[src/acbs_pkg.sv]
// Shared types, constants and AES functions for the byte-stream CTR decrypt core.
package acbs_pkg;

  localparam int unsigned QueueDepthDefault = 2;
  localparam int unsigned CfgIdxW = 3;
  localparam int unsigned CfgDataW = 64;
  localparam logic [4:0] BlockBytes = 5'd16;
  localparam logic [3:0] LastRound = 4'd10;

  typedef enum logic [CfgIdxW-1:0] {
    REG_KEY_UPPER = 3'd0,
    REG_KEY_LOWER = 3'd1,
    REG_IV_UPPER  = 3'd2,
    REG_IV_LOWER  = 3'd3,
    REG_DEC_EN    = 3'd4
  } cfg_reg_e;

  typedef enum logic {
    BS_IDLE,
    BS_AES
  } back_state_e;

  typedef struct packed {
    logic [7:0] cipher_byte;
    logic       start_of_stream;
  } item_t;

  typedef struct packed {
    logic         start;
    logic [127:0] ctr;
  } aes_req_t;

  localparam logic [7:0] SBOX [256] = '{
    8'h63,8'h7c,8'h77,8'h7b,8'hf2,8'h6b,8'h6f,8'hc5,8'h30,8'h01,8'h67,8'h2b,8'hfe,8'hd7,8'hab,8'h76,
    8'hca,8'h82,8'hc9,8'h7d,8'hfa,8'h59,8'h47,8'hf0,8'had,8'hd4,8'ha2,8'haf,8'h9c,8'ha4,8'h72,8'hc0,
    8'hb7,8'hfd,8'h93,8'h26,8'h36,8'h3f,8'hf7,8'hcc,8'h34,8'ha5,8'he5,8'hf1,8'h71,8'hd8,8'h31,8'h15,
    8'h04,8'hc7,8'h23,8'hc3,8'h18,8'h96,8'h05,8'h9a,8'h07,8'h12,8'h80,8'he2,8'heb,8'h27,8'hb2,8'h75,
    8'h09,8'h83,8'h2c,8'h1a,8'h1b,8'h6e,8'h5a,8'ha0,8'h52,8'h3b,8'hd6,8'hb3,8'h29,8'he3,8'h2f,8'h84,
    8'h53,8'hd1,8'h00,8'hed,8'h20,8'hfc,8'hb1,8'h5b,8'h6a,8'hcb,8'hbe,8'h39,8'h4a,8'h4c,8'h58,8'hcf,
    8'hd0,8'hef,8'haa,8'hfb,8'h43,8'h4d,8'h33,8'h85,8'h45,8'hf9,8'h02,8'h7f,8'h50,8'h3c,8'h9f,8'ha8,
    8'h51,8'ha3,8'h40,8'h8f,8'h92,8'h9d,8'h38,8'hf5,8'hbc,8'hb6,8'hda,8'h21,8'h10,8'hff,8'hf3,8'hd2,
    8'hcd,8'h0c,8'h13,8'hec,8'h5f,8'h97,8'h44,8'h17,8'hc4,8'ha7,8'h7e,8'h3d,8'h64,8'h5d,8'h19,8'h73,
    8'h60,8'h81,8'h4f,8'hdc,8'h22,8'h2a,8'h90,8'h88,8'h46,8'hee,8'hb8,8'h14,8'hde,8'h5e,8'h0b,8'hdb,
    8'he0,8'h32,8'h3a,8'h0a,8'h49,8'h06,8'h24,8'h5c,8'hc2,8'hd3,8'hac,8'h62,8'h91,8'h95,8'he4,8'h79,
    8'he7,8'hc8,8'h37,8'h6d,8'h8d,8'hd5,8'h4e,8'ha9,8'h6c,8'h56,8'hf4,8'hea,8'h65,8'h7a,8'hae,8'h08,
    8'hba,8'h78,8'h25,8'h2e,8'h1c,8'ha6,8'hb4,8'hc6,8'he8,8'hdd,8'h74,8'h1f,8'h4b,8'hbd,8'h8b,8'h8a,
    8'h70,8'h3e,8'hb5,8'h66,8'h48,8'h03,8'hf6,8'h0e,8'h61,8'h35,8'h57,8'hb9,8'h86,8'hc1,8'h1d,8'h9e,
    8'he1,8'hf8,8'h98,8'h11,8'h69,8'hd9,8'h8e,8'h94,8'h9b,8'h1e,8'h87,8'he9,8'hce,8'h55,8'h28,8'hdf,
    8'h8c,8'ha1,8'h89,8'h0d,8'hbf,8'he6,8'h42,8'h68,8'h41,8'h99,8'h2d,8'h0f,8'hb0,8'h54,8'hbb,8'h16
  };

  function automatic logic [7:0] rcon(input logic [3:0] rnd);
    logic [7:0] r;
    unique case (rnd)
      4'd1:    r = 8'h01;
      4'd2:    r = 8'h02;
      4'd3:    r = 8'h04;
      4'd4:    r = 8'h08;
      4'd5:    r = 8'h10;
      4'd6:    r = 8'h20;
      4'd7:    r = 8'h40;
      4'd8:    r = 8'h80;
      4'd9:    r = 8'h1b;
      4'd10:   r = 8'h36;
      default: r = 8'h00;
    endcase
    return r;
  endfunction

  function automatic logic [7:0] xtime(input logic [7:0] a);
    return {a[6:0], 1'b0} ^ (a[7] ? 8'h1b : 8'h00);
  endfunction

  // Byte 0 sits in bits 127:120.
  function automatic logic [127:0] key_next(input logic [127:0] rk, input logic [3:0] rnd);
    logic [31:0] t;
    logic [31:0] w0, w1, w2, w3;
    t = {SBOX[rk[23:16]] ^ rcon(rnd), SBOX[rk[15:8]], SBOX[rk[7:0]], SBOX[rk[31:24]]};
    w0 = rk[127:96] ^ t;
    w1 = rk[95:64] ^ w0;
    w2 = rk[63:32] ^ w1;
    w3 = rk[31:0] ^ w2;
    return {w0, w1, w2, w3};
  endfunction

  function automatic logic [127:0] aes_round(input logic [127:0] s, input logic last);
    logic [7:0] b [16];
    logic [7:0] t [16];
    logic [7:0] a0, a1, a2, a3, all;
    logic [127:0] o;
    for (int i = 0; i < 16; i++) b[i] = s[127-8*i -: 8];
    for (int c = 0; c < 4; c++)
      for (int r = 0; r < 4; r++) t[r+4*c] = SBOX[b[r+4*((c+r)%4)]];
    if (!last) begin
      for (int c = 0; c < 4; c++) begin
        a0 = t[4*c];
        a1 = t[4*c+1];
        a2 = t[4*c+2];
        a3 = t[4*c+3];
        all = a0 ^ a1 ^ a2 ^ a3;
        t[4*c]   = a0 ^ all ^ xtime(a0 ^ a1);
        t[4*c+1] = a1 ^ all ^ xtime(a1 ^ a2);
        t[4*c+2] = a2 ^ all ^ xtime(a2 ^ a3);
        t[4*c+3] = a3 ^ all ^ xtime(a3 ^ a0);
      end
    end
    for (int i = 0; i < 16; i++) o[127-8*i -: 8] = t[i];
    return o;
  endfunction

endpackage

[src/acbs_front.sv]
// Input queue that accepts byte transactions ahead of the keystream back end.
module acbs_front import acbs_pkg::*; #(
  parameter int unsigned QueueDepth = QueueDepthDefault
) (
  input  logic  clk_i,
  input  logic  rst_ni,
  input  logic  in_valid_i,
  output logic  in_ready_o,
  input  item_t in_item_i,
  output logic  head_valid_o,
  output item_t head_o,
  input  logic  pop_i
);
  localparam int unsigned PtrW = (QueueDepth > 1) ? $clog2(QueueDepth) : 1;
  localparam int unsigned CntW = $clog2(QueueDepth + 1);
  localparam logic [CntW-1:0] Full = CntW'(QueueDepth);
  localparam logic [PtrW-1:0] LastPtr = PtrW'(QueueDepth - 1);

  item_t mem_q [QueueDepth];
  logic [PtrW-1:0] wr_q, wr_d, rd_q, rd_d;
  logic [CntW-1:0] cnt_q, cnt_d;
  logic push, pop;

  assign in_ready_o   = (cnt_q != Full);
  assign head_valid_o = (cnt_q != '0);
  assign head_o       = mem_q[rd_q];
  assign push = in_valid_i && in_ready_o;
  assign pop  = pop_i && head_valid_o;

  always_comb begin
    wr_d  = push ? ((wr_q == LastPtr) ? '0 : wr_q + 1'b1) : wr_q;
    rd_d  = pop ? ((rd_q == LastPtr) ? '0 : rd_q + 1'b1) : rd_q;
    cnt_d = cnt_q + CntW'(push) - CntW'(pop);
  end

  always_ff @(posedge clk_i) begin
    if (push) begin
      mem_q[wr_q] <= in_item_i;
    end
  end

  always_ff @(posedge clk_i or negedge rst_ni) begin
    if (!rst_ni) begin
      wr_q  <= '0;
      rd_q  <= '0;
      cnt_q <= '0;
    end else begin
      wr_q  <= wr_d;
      rd_q  <= rd_d;
      cnt_q <= cnt_d;
    end
  end
endmodule

[config.mk]
export PLATFORM = sky130hd
export DESIGN_NAME = acbs_front
export DESIGN_NICKNAME = d
export VERILOG_FILES = /design/src/acbs_pkg.sv /design/src/acbs_front.sv
export SDC_FILE = /design/constraint.sdc
export NUM_CORES = 1
export LEC_CHECK = 0
export ABC_AREA = 1
export BUFFER_PORTS_ARGS = -buffer_cell sky130_fd_sc_hd__buf_2
export CAP_MARGIN = 20
export CORE_ASPECT_RATIO = 0.9
export CORE_MARGIN = 10
export CORE_UTILIZATION = 40
export CTS_BUF_LIST = sky130_fd_sc_hd__clkbuf_16
export DETAILED_ROUTE_END_ITERATION = 8
export GPL_TIMING_DRIVEN = 0
export PLACE_DENSITY = 0.63
export SYNTH_ARGS = -nofsm -noshare
export SYNTH_HDL_FRONTEND = slang
export SYNTH_SLANG_ARGS = --single-unit
export TNS_END_PERCENT = 100
[constraint.sdc]
create_clock -name clk_i -period 1.7 [get_ports clk_i]
set_input_delay 0.51 -clock clk_i [delete_from_list [all_inputs] [get_ports clk_i]]
set_output_delay 0.51 -clock clk_i [all_outputs]
set_load 0.02 [all_outputs]
==> reports/qor.txt <==
Largest net degree at the start of global routing: 13
Critical path launch point type: flip-flop
Core Region: 2160 µm²
Area of the multi-input gates: 235 µm²
CTS Buf Count: 3
Buf/Inv on CP: 3
CP Class: flip-flop to primary output
DP HPWL: 1.24 mm
Layout cells sized above 1: 39.1%
Finish-stage setup viols: 0
Final Hold Vio Count: 0
Worst Tran Pin Value: 0.524 ns
Area growth, synth to finish: 32.2%
CP max FO: 7
Filler instances: 191
H-tree depth: 1
Count of yosys warnings during synthesis: 0
Reg clk slew, reported paths: 0.06 ns
Outcome: complete, no violations
Main area contributors after synthesis: edfxtp_1, nand2_1, dfrtp_1, inv_1, nand2_4
Nets: 125
RSZ-0062 raised after global routing: true
Final core occ: 55.4%
Top_reg_cell synth: edfxtp_1
Leakage: 0.550 nW
# DRC: 0
I/O pin count: 24
Die Wd: 70.2 µm
Final slew viol count: 0
Clk sinks: 22
Fmax: 600 MHz
HP Class: primary input to async pin
Register area share after synthesis: 70.7%
Final period utilization: 98.0%
Top delay family on crit path: buffers and inverters
FFs w/ async S/R, synth: 18.2%
Distinct cells, synth: 16
DRT iter0 DRCs: 25
GR Util All Layers: 7.50%
Total Routed Length: 1.68 mm
Longest Clk Path Bufs: 2
Initial antenna violation count: 0
Placed instance count: 128
Vias in the first global route: 652
Top-count cell post-synth: nand2_1
Commonest cells in the synthesized netlist: nand2_1, edfxtp_1, inv_1, dfrtp_1
Yosys top cell area share: 59.7%
Antenna cells: 0
Final min period: 1.67 ns
First drt pass iteration count: 4
VDD IR max: 1120 µV
Arrival time at the worst endpoint: 1.16 ns
Non-filler cells, final: 137
CTS tree: done
Critical path's largest stage delay: 0.37 ns
Initial Utilization: 41.9%
CP Capture Type: primary output
Vias/cell: 4.53
Post-synth EDFFs: 18
CP most frequent cell: nand2_1
Top cell type by total area after synthesis: edfxtp_1
CP Cell Sequence: buf_6, buf_4, nand2_1, nand2_1, buf_2
Mapped Cells: 78
Max-cap violations: 0
Layout Skew: 0.00499 ns
CP max stage cell: dfrtp_1
Synth Cell Area: 906 µm²
Sequential standard cell area: 641 µm²
Detail Route Antenna Nets: 0
Synth Register Bits: 22
Via count: 620
Global-route wire length before repair: 2.79 mm
CP required: 1.19 ns
Final GP Congestion: 0.771
Power per cell area: 1910 nW/µm²
Relative slew margins: 65.0%
Syn_nets: 92
Worst hold margin: 0.0560 ns
Post-Syn Area per Cell: 11.6 µm²
Total global routing overflow: 0
Clk_lat worst skew: 0.25 ns
Row cnt: 16
Average wire per standard cell: 12.2 µm
Root Driver: clkbuf_16
Die H: 65.1 µm
Die Footprint: 4570 µm²
Port Buffers: 23
final cells by class:
| type | instances | share of cell area, % |
|---|---|---|
| Inverter | 8 | 2.72 |
| Tap cell | 27 | 2.82 |
| Clock buffer | 3 | 6.27 |
| Clock inverter | 1 | 0.313 |
| Timing Repair Buffer | 27 | 13.2 |
| Timing Repair inverter | 1 | 0.627 |
| Buffer | 1 | 0.940 |
| Multi-Input combinational cell | 47 | 19.6 |
| Sequential cell | 22 | 53.5 |
metal layers:
layer | wire length (µm) | up-vias | part of all wire [%] | GRT usage [%]
met5 | 0 | - | 0 | 0
met2 | 862 | 14 | 51 | 13.3
met1 | 719 | 290 | 43 | 7.90
met4 | 0 | 0 | 0 | 1.48
li1 | - | 316 | - | -
met3 | 95 | 0 | 5.7 | 3.75
layout by cell type (no fill, tap or decap), drive strengths merged:
cell type   n
nand2      36
buf        28
edfxtp     18
inv         8
nor2        5
dfrtp       4
clkbuf      3
nand3       2
o21ai       1
a21oi       1
xor2        1
ha          1
clkinv      1
clkinvlp    1
cells by family (layout without fill, tap and decap cells):
| group | count (synthesis) | count (layout) | share of synthesized area [%] |
|---|---|---|---|
| flip-flops | 22 | 22 | 70.7 |
| AO/OA/AOI/OAI | 2 | 2 | 1.10 |
| XOR/XNOR | 1 | 1 | 0.967 |
| adder cells (fa/ha/maj) | 1 | 1 | 1.38 |
| buffers and inverters | 9 | 41 | 4.14 |
| AND/OR/NAND/NOR | 43 | 43 | 21.7 |
power breakdown:
group          total, mW  internal [mW]  switching [mW]
combinational      0.986          0.369           0.618
sequential         0.817          0.751          0.0662
clock              0.480          0.313           0.167
total               2.28           1.43           0.851
registers in the layout (all words and copies together), names as in the netlist:
register  flops
mem_q        18
wr_q          1
cnt_q         2
rd_q          1
worst paths after layout:
check,start,endpoint,slack (ns),depth (start not counted)
max,rd_q$_DFFE_PN0P_,head_o[5],0.03,5
min reg2reg,wr_q$_DFFE_PN0P_,wr_q$_DFFE_PN0P_,0.55,2
min,rst_ni,cnt_q[0]$_DFF_PN0_,0.06,1
min in group clk_i,in_item_i[3],mem_q[1][3]$_DFFE_PP_,0.45,1
max reg2reg,cnt_q[1]$_DFF_PN0_,cnt_q[1]$_DFF_PN0_,0.25,11
max in group asynchronous,rst_ni,cnt_q[1]$_DFF_PN0_,1.52,1
what timing repair did:
item | 4_1_cts | 5_1_grt
pin swaps | 0 | 2
endpoints found under the setup margin | 9 | 15
setup buffers | 1 | 3
gates resized for setup | 2 | 7
hold buffers | 0 | 0
cloned | 1 | 0
metrics by stage:
| step | TNS, ns | setup WS (ns) | total power [mW] | area, µm² |
|---|---|---|---|---|
| finish | 0 | 0.0346 | 2.28 | 1200 |
| global route | -0.152 | -0.0419 | 2.46 | 1200 |
| CTS | 0 | 0.0124 | 2.21 | 1150 |
| detailed placement | -0.385 | -0.0431 | 1.67 | 1050 |
| global placement | -0.168 | -0.0190 | 1.65 | 1050 |
| floorplan | 0 | 0.247 | 1.40 | 906 |
Power figures use the tool's default switching activity.
