$ cat src/acbs_pkg.sv
// Shared types, constants and AES functions for the byte-stream CTR decrypt core.
package acbs_pkg;

  localparam int unsigned QueueDepthDefault = 2;
  localparam int unsigned CfgIdxW = 3;
  localparam int unsigned CfgDataW = 64;
  localparam logic [4:0] BlockBytes = 5'd16;
  localparam logic [3:0] LastRound = 4'd10;

  typedef enum logic [CfgIdxW-1:0] {
    REG_KEY_UPPER = 3'd0,
    REG_KEY_LOWER = 3'd1,
    REG_IV_UPPER  = 3'd2,
    REG_IV_LOWER  = 3'd3,
    REG_DEC_EN    = 3'd4
  } cfg_reg_e;

  typedef enum logic {
    BS_IDLE,
    BS_AES
  } back_state_e;

  typedef struct packed {
    logic [7:0] cipher_byte;
    logic       start_of_stream;
  } item_t;

  typedef struct packed {
    logic         start;
    logic [127:0] ctr;
  } aes_req_t;

  localparam logic [7:0] SBOX [256] = '{
    8'h63,8'h7c,8'h77,8'h7b,8'hf2,8'h6b,8'h6f,8'hc5,8'h30,8'h01,8'h67,8'h2b,8'hfe,8'hd7,8'hab,8'h76,
    8'hca,8'h82,8'hc9,8'h7d,8'hfa,8'h59,8'h47,8'hf0,8'had,8'hd4,8'ha2,8'haf,8'h9c,8'ha4,8'h72,8'hc0,
    8'hb7,8'hfd,8'h93,8'h26,8'h36,8'h3f,8'hf7,8'hcc,8'h34,8'ha5,8'he5,8'hf1,8'h71,8'hd8,8'h31,8'h15,
    8'h04,8'hc7,8'h23,8'hc3,8'h18,8'h96,8'h05,8'h9a,8'h07,8'h12,8'h80,8'he2,8'heb,8'h27,8'hb2,8'h75,
    8'h09,8'h83,8'h2c,8'h1a,8'h1b,8'h6e,8'h5a,8'ha0,8'h52,8'h3b,8'hd6,8'hb3,8'h29,8'he3,8'h2f,8'h84,
    8'h53,8'hd1,8'h00,8'hed,8'h20,8'hfc,8'hb1,8'h5b,8'h6a,8'hcb,8'hbe,8'h39,8'h4a,8'h4c,8'h58,8'hcf,
    8'hd0,8'hef,8'haa,8'hfb,8'h43,8'h4d,8'h33,8'h85,8'h45,8'hf9,8'h02,8'h7f,8'h50,8'h3c,8'h9f,8'ha8,
    8'h51,8'ha3,8'h40,8'h8f,8'h92,8'h9d,8'h38,8'hf5,8'hbc,8'hb6,8'hda,8'h21,8'h10,8'hff,8'hf3,8'hd2,
    8'hcd,8'h0c,8'h13,8'hec,8'h5f,8'h97,8'h44,8'h17,8'hc4,8'ha7,8'h7e,8'h3d,8'h64,8'h5d,8'h19,8'h73,
    8'h60,8'h81,8'h4f,8'hdc,8'h22,8'h2a,8'h90,8'h88,8'h46,8'hee,8'hb8,8'h14,8'hde,8'h5e,8'h0b,8'hdb,
    8'he0,8'h32,8'h3a,8'h0a,8'h49,8'h06,8'h24,8'h5c,8'hc2,8'hd3,8'hac,8'h62,8'h91,8'h95,8'he4,8'h79,
    8'he7,8'hc8,8'h37,8'h6d,8'h8d,8'hd5,8'h4e,8'ha9,8'h6c,8'h56,8'hf4,8'hea,8'h65,8'h7a,8'hae,8'h08,
    8'hba,8'h78,8'h25,8'h2e,8'h1c,8'ha6,8'hb4,8'hc6,8'he8,8'hdd,8'h74,8'h1f,8'h4b,8'hbd,8'h8b,8'h8a,
    8'h70,8'h3e,8'hb5,8'h66,8'h48,8'h03,8'hf6,8'h0e,8'h61,8'h35,8'h57,8'hb9,8'h86,8'hc1,8'h1d,8'h9e,
    8'he1,8'hf8,8'h98,8'h11,8'h69,8'hd9,8'h8e,8'h94,8'h9b,8'h1e,8'h87,8'he9,8'hce,8'h55,8'h28,8'hdf,
    8'h8c,8'ha1,8'h89,8'h0d,8'hbf,8'he6,8'h42,8'h68,8'h41,8'h99,8'h2d,8'h0f,8'hb0,8'h54,8'hbb,8'h16
  };

  function automatic logic [7:0] rcon(input logic [3:0] rnd);
    logic [7:0] r;
    unique case (rnd)
      4'd1:    r = 8'h01;
      4'd2:    r = 8'h02;
      4'd3:    r = 8'h04;
      4'd4:    r = 8'h08;
      4'd5:    r = 8'h10;
      4'd6:    r = 8'h20;
      4'd7:    r = 8'h40;
      4'd8:    r = 8'h80;
      4'd9:    r = 8'h1b;
      4'd10:   r = 8'h36;
      default: r = 8'h00;
    endcase
    return r;
  endfunction

  function automatic logic [7:0] xtime(input logic [7:0] a);
    return {a[6:0], 1'b0} ^ (a[7] ? 8'h1b : 8'h00);
  endfunction

  // Byte 0 sits in bits 127:120.
  function automatic logic [127:0] key_next(input logic [127:0] rk, input logic [3:0] rnd);
    logic [31:0] t;
    logic [31:0] w0, w1, w2, w3;
    t = {SBOX[rk[23:16]] ^ rcon(rnd), SBOX[rk[15:8]], SBOX[rk[7:0]], SBOX[rk[31:24]]};
    w0 = rk[127:96] ^ t;
    w1 = rk[95:64] ^ w0;
    w2 = rk[63:32] ^ w1;
    w3 = rk[31:0] ^ w2;
    return {w0, w1, w2, w3};
  endfunction

  function automatic logic [127:0] aes_round(input logic [127:0] s, input logic last);
    logic [7:0] b [16];
    logic [7:0] t [16];
    logic [7:0] a0, a1, a2, a3, all;
    logic [127:0] o;
    for (int i = 0; i < 16; i++) b[i] = s[127-8*i -: 8];
    for (int c = 0; c < 4; c++)
      for (int r = 0; r < 4; r++) t[r+4*c] = SBOX[b[r+4*((c+r)%4)]];
    if (!last) begin
      for (int c = 0; c < 4; c++) begin
        a0 = t[4*c];
        a1 = t[4*c+1];
        a2 = t[4*c+2];
        a3 = t[4*c+3];
        all = a0 ^ a1 ^ a2 ^ a3;
        t[4*c]   = a0 ^ all ^ xtime(a0 ^ a1);
        t[4*c+1] = a1 ^ all ^ xtime(a1 ^ a2);
        t[4*c+2] = a2 ^ all ^ xtime(a2 ^ a3);
        t[4*c+3] = a3 ^ all ^ xtime(a3 ^ a0);
      end
    end
    for (int i = 0; i < 16; i++) o[127-8*i -: 8] = t[i];
    return o;
  endfunction

endpackage

$ cat src/acbs_back.sv
// Back end: counter, keystream block, byte position and output register.
module acbs_back import acbs_pkg::*; (
  input  logic         clk_i,
  input  logic         rst_ni,
  input  logic         head_valid_i,
  input  item_t        head_i,
  output logic         pop_o,
  input  logic [127:0] iv_i,
  input  logic         dec_en_i,
  output aes_req_t     aes_req_o,
  input  logic         aes_done_i,
  input  logic [127:0] aes_block_i,
  output logic         out_valid_o,
  input  logic         out_ready_i,
  output logic [7:0]   plain_byte_o
);
  back_state_e state_q, state_d;
  logic [127:0] ctr_q, ctr_d, ctr_src, ks_q, ks_d;
  logic [4:0] pos_q, pos_d;
  logic sos_done_q, sos_done_d;
  logic out_valid_q, out_valid_d;
  logic [7:0] plain_q, plain_d, ks_byte;
  logic out_free, sos_pending, need_block, start, emit;

  assign out_free    = !out_valid_q || out_ready_i;
  assign sos_pending = head_i.start_of_stream && !sos_done_q;
  assign need_block  = dec_en_i && (sos_pending || pos_q[4]);
  assign ctr_src     = sos_pending ? iv_i : ctr_q;
  assign ks_byte     = ks_q[8*(5'd15 - {1'b0, pos_q[3:0]}) +: 8];

  always_comb begin
    state_d = state_q;
    unique case (state_q)
      BS_IDLE: if (head_valid_i && need_block) state_d = BS_AES;
      BS_AES:  if (aes_done_i) state_d = BS_IDLE;
      default: state_d = BS_IDLE;
    endcase
  end

  always_comb begin
    start = 1'b0;
    emit  = 1'b0;
    unique case (state_q)
      BS_IDLE: begin
        start = head_valid_i && need_block;
        emit  = head_valid_i && !need_block && out_free;
      end
      BS_AES:  ;
      default: ;
    endcase
  end

  always_comb begin
    ctr_d       = ctr_q;
    ks_d        = ks_q;
    pos_d       = pos_q;
    sos_done_d  = sos_done_q;
    plain_d     = plain_q;
    out_valid_d = out_valid_q && !out_ready_i;
    if (start) begin
      ctr_d      = ctr_src + 128'd1;
      sos_done_d = 1'b1;
    end
    if (aes_done_i) begin
      ks_d  = aes_block_i;
      pos_d = '0;
    end
    if (emit) begin
      out_valid_d = 1'b1;
      sos_done_d  = 1'b0;
      if (dec_en_i) begin
        plain_d = head_i.cipher_byte ^ ks_byte;
        pos_d   = {1'b0, pos_q[3:0]} + 5'd1;
      end else begin
        plain_d = head_i.cipher_byte;
        if (head_i.start_of_stream) begin
          ctr_d = iv_i;
          pos_d = BlockBytes;
        end
      end
    end
  end

  always_ff @(posedge clk_i) begin
    ks_q    <= ks_d;
    plain_q <= plain_d;
  end

  always_ff @(posedge clk_i or negedge rst_ni) begin
    if (!rst_ni) begin
      state_q     <= BS_IDLE;
      ctr_q       <= '0;
      pos_q       <= BlockBytes;
      sos_done_q  <= 1'b0;
      out_valid_q <= 1'b0;
    end else begin
      state_q     <= state_d;
      ctr_q       <= ctr_d;
      pos_q       <= pos_d;
      sos_done_q  <= sos_done_d;
      out_valid_q <= out_valid_d;
    end
  end

  assign pop_o           = emit;
  assign aes_req_o.start = start;
  assign aes_req_o.ctr   = ctr_src;
  assign out_valid_o     = out_valid_q;
  assign plain_byte_o    = plain_q;
endmodule

$ cat config.mk
export PLATFORM = sky130hd
export DESIGN_NAME = acbs_back
export DESIGN_NICKNAME = d
export VERILOG_FILES = /design/src/acbs_pkg.sv /design/src/acbs_back.sv
export SDC_FILE = /design/constraint.sdc
export NUM_CORES = 1
export LEC_CHECK = 0
export ABC_CLOCK_PERIOD_IN_PS = 14400
export BUFFER_PORTS_ARGS = -buffer_cell sky130_fd_sc_hd__buf_2
export CAP_MARGIN = 0
export CELL_PAD_IN_SITES_DETAIL_PLACEMENT = 2
export CELL_PAD_IN_SITES_GLOBAL_PLACEMENT = 2
export CORE_MARGIN = 2
export CORE_UTILIZATION = 36
export DETAILED_ROUTE_END_ITERATION = 8
export GPL_ROUTABILITY_DRIVEN = 0
export PLACE_DENSITY = 0.85
export RECOVER_POWER = 25
export SYNTH_ARGS = -nofsm -noshare
export SYNTH_HDL_FRONTEND = slang
export SYNTH_SLANG_ARGS = --single-unit
export TNS_END_PERCENT = 30
$ cat constraint.sdc
create_clock -name clk_i -period 14.4 [get_ports clk_i]
set_clock_uncertainty 0.1 [all_clocks]
set_input_delay 0.72 -clock clk_i [delete_from_list [all_inputs] [get_ports clk_i]]
set_output_delay 0.72 -clock clk_i [all_outputs]
set_load 0.02 [all_outputs]
==> qor.yml <==
clock_tree:
  h-tree-depth: 2
  clock_latency_ps: 580
  cts_inserted_buffers: 36
  path_clk_slew_ps: 60
  cts_tree: "built"
  cts_resized: 0
  cts_setup_buffers: 0
  hold_buffers: 0
  root_buffer: "clkbuf_16"
  cts.path.max_buffers: 3
  clock_sinks: 272
synthesis:
  ys.flop_type: "edfxtp_1"
  synth_fp_nets: 2822
  synth_cell_types: 91
  syn_inst: 2549
  async_flop_share_pct: 50.0
  syn_area_per_cell_um2: 8.43
  ys_ff_latch: 272
  yosysSeqAreaShare_pct: 34.9
  synth_edf_count: 136
  yosys_warnings: 0
  netlist_area_mm2: 0.0215
grt:
  grt_pass1_wl_um: 160000
  grt_max_degree: 85
  overflow: 0
  antenna_found_initial: 10
  grt_pass1_vias: 25300
  grt.total_usage_pct: 34.1
floorplan:
  die_area_mm2: 0.0616
  placementRows: 89
  core_mm2: 0.0590
  fp.dieH_um: 248
  start_util_pct: 36.4
  die_w_um: 248
  io_pins: 410
worst_setup_path:
  critical_path.startpoint: "sos_done_q$_DFFE_PN0P_"
  worst_ep_arrival_time_ps: 6830
  crit_path_end_kind: "register"
  r2r_start: "sos_done_q$_DFFE_PN0P_"
  crit_slowest_cell: "nand4_1"
  critPathKind: "reg -> reg"
  required_ps: 14750
  cp_max_fo: 69
  reg2reg_slack_ps: 7930
  critPathMaxStageDelay_ps: 910
  timing.rr.end: "ctr_q[111]$_DFF_PN0_"
  worstPathCellList: "nand2b_4 > buf_4 > buf_4 > mux2i_1 > nand4_1 > nor4_4 > nand4_1 > or4_1 > o41ai_1 > a211oi_1"
  worst_setup_path_start_kind: "register"
  crit_end: "ctr_q[111]$_DFF_PN0_"
  reg2reg_depth: 10
power_and_ir_drop:
  power.density_mw_per_mm2: 159
  p_leak_nw: 10.3
  ir_drop_v: 0.000103
flow_run:
  maxCapViolCount: 1
sta:
  grt_setup_unrepaired: "no"
  slew_headroom_pct: -152
  setup_ws_ps: 7930
  tightest_slew_ps: 3790
  drv_slew: 52
  holdWs_ps: 210
  finalCritPeriodShare_pct: 44.9
  finalHoldViolCount: 0
  period_needed_ps: 6470
  setup_violations: 0
  fin_tns_setup_ps: 0
  fmax_mhz: 154
final_layout:
  drive_gt1_share_pct: 21.6
  nets: 3140
  regArea_mm2: 0.00749
  layout_commonest_cell: "nand2_1"
  fill_cells: 6709
  area_growth_pct: 17.5
  mostFrequentLayoutCells: "619 x nand2_1, 382 x buf_2, 181 x nor2_1"
  multiInputGateArea_mm2: 0.0131
placement:
  io_buffers: 409
  dp_hpwl_um: 77400
  dp_slack_ps: 7670
routing:
  route.detailed.drc: 0
  wl_per_cell_um: 29.2
  dr.pass1.iters: 7
  wirelength_um: 107000
  vias_per_cell: 6.41
  ant_nets: 0
  vias: 23500
  drt_iter0_drc: 1980
run_status:
  status: "finished, violations left"
  failed_checks: "max-capacitance violations, max-slew violations"
worst_hold_path:
  hold_path_class: "in -> reg"
logic make-up after synthesis:
logic type	share of synthesized area, %
AO/OA/AOI/OAI	16.2
XOR/XNOR	0.693
adder cells (fa/ha/maj)	0.116
buffers and inverters	4.11
flip-flops	34.9
multiplexers	14.0
AND/OR/NAND/NOR	30.0
final cells by class:
class                           count  area share [%]
Antenna cell                        5          0.0496
Tap cell                          773            3.83
Multi-Input combinational cell   2076            52.1
Clock inverter                     21            1.09
Sequential cell                   272            29.7
Timing Repair Buffer              441            8.94
Inverter                           40           0.605
Clock buffer                       43            3.76
critical path, delay by kind of cell, from the launching register on:
family | cells | cell delay [ps]
muxes | 1 | 420
buffers and inverters | 2 | 1620
AOI/OAI and AO/OA | 2 | 170
DFF | 1 | 470
and+or+nand+nor | 5 | 3430
worst min-delay path by stage:
stage / end / cells after the start / startpoint / slack [ps]
floorplan: ctr_q[0]$_DFF_PN0_ / 0 / rst_ni / 320
global placement: pos_q[4]$_DFF_PN1_ / 2 / pos_q[4]$_DFF_PN1_ / 390
detailed placement: pos_q[4]$_DFF_PN1_ / 2 / pos_q[4]$_DFF_PN1_ / 400
CTS: ctr_q[6]$_DFF_PN0_ / 1 / rst_ni / 60
global route: ks_q[17]$_DFFE_PP_ / 1 / aes_block_i[17] / 190
finish: ks_q[2]$_DFFE_PP_ / 1 / aes_block_i[2] / 210
cell usage after synthesis, drive strengths merged, types with 28 or more instances:
library cell / number / share of area, %
edfxtp: 136 / 19
nor2: 183 / 3.2
o21ai: 139 / 3.2
nand2: 621 / 11
a21oi: 97 / 2.3
and3: 29 / 0.84
buf: 60 / 1.6
nand4: 81 / 2.8
mux2i: 168 / 8.2
nor3: 69 / 1.8
a211oi: 40 / 1.4
clkbuf: 101 / 1.8
mux4: 40 / 4.2
o211ai: 47 / 1.6
nor4: 60 / 2.7
inv: 40 / 0.70
dfrtp: 135 / 16
a31oi: 28 / 0.82
mux2: 31 / 1.6
nand3: 82 / 2.0
metal layers:
metal / wire (um) / global-route usage, % / vias up / share of wire (%)
li1: - / - / 10100 / -
met1: 43700 / 43.6 / 12100 / 41
met2: 51600 / 57.2 / 1018 / 48
met3: 7510 / 5.70 / 243 / 7.0
met4: 4150 / 13.8 / 10 / 3.9
met5: 66 / 0 / - / 0.062
sequential cells by signal (all words and copies together), names as in the netlist:
| register | count |
|---|---|
| ctr_q | 128 |
| ks_q | 128 |
| out_valid_o | 1 |
| plain_byte_o | 8 |
| pos_q | 5 |
| sos_done_q | 1 |
| state_q | 1 |
metrics by stage:
stage	cell area (um2)	utilization [%]	total power, mW	cells
floorplan	21500	-	2.29	2549
global placement	24100	40.8	2.89	3602
detailed placement	24100	40.8	2.99	3602
CTS	25300	42.8	3.99	3666
global route	25200	42.8	4.20	3670
finish	25200	42.8	4.01	3671
report_power, final:
group | switching (mW) | leakage, nW | total (mW) | internal, mW
Sequential | 0.247 | 2.93 | 1.27 | 1.02
Combinational | 1.20 | 6.80 | 1.76 | 0.561
Clock | 0.412 | 0.599 | 0.980 | 0.568
Total | 1.86 | 10.3 | 4.01 | 2.15
No activity file was read; power rests on OpenSTA's default activity.
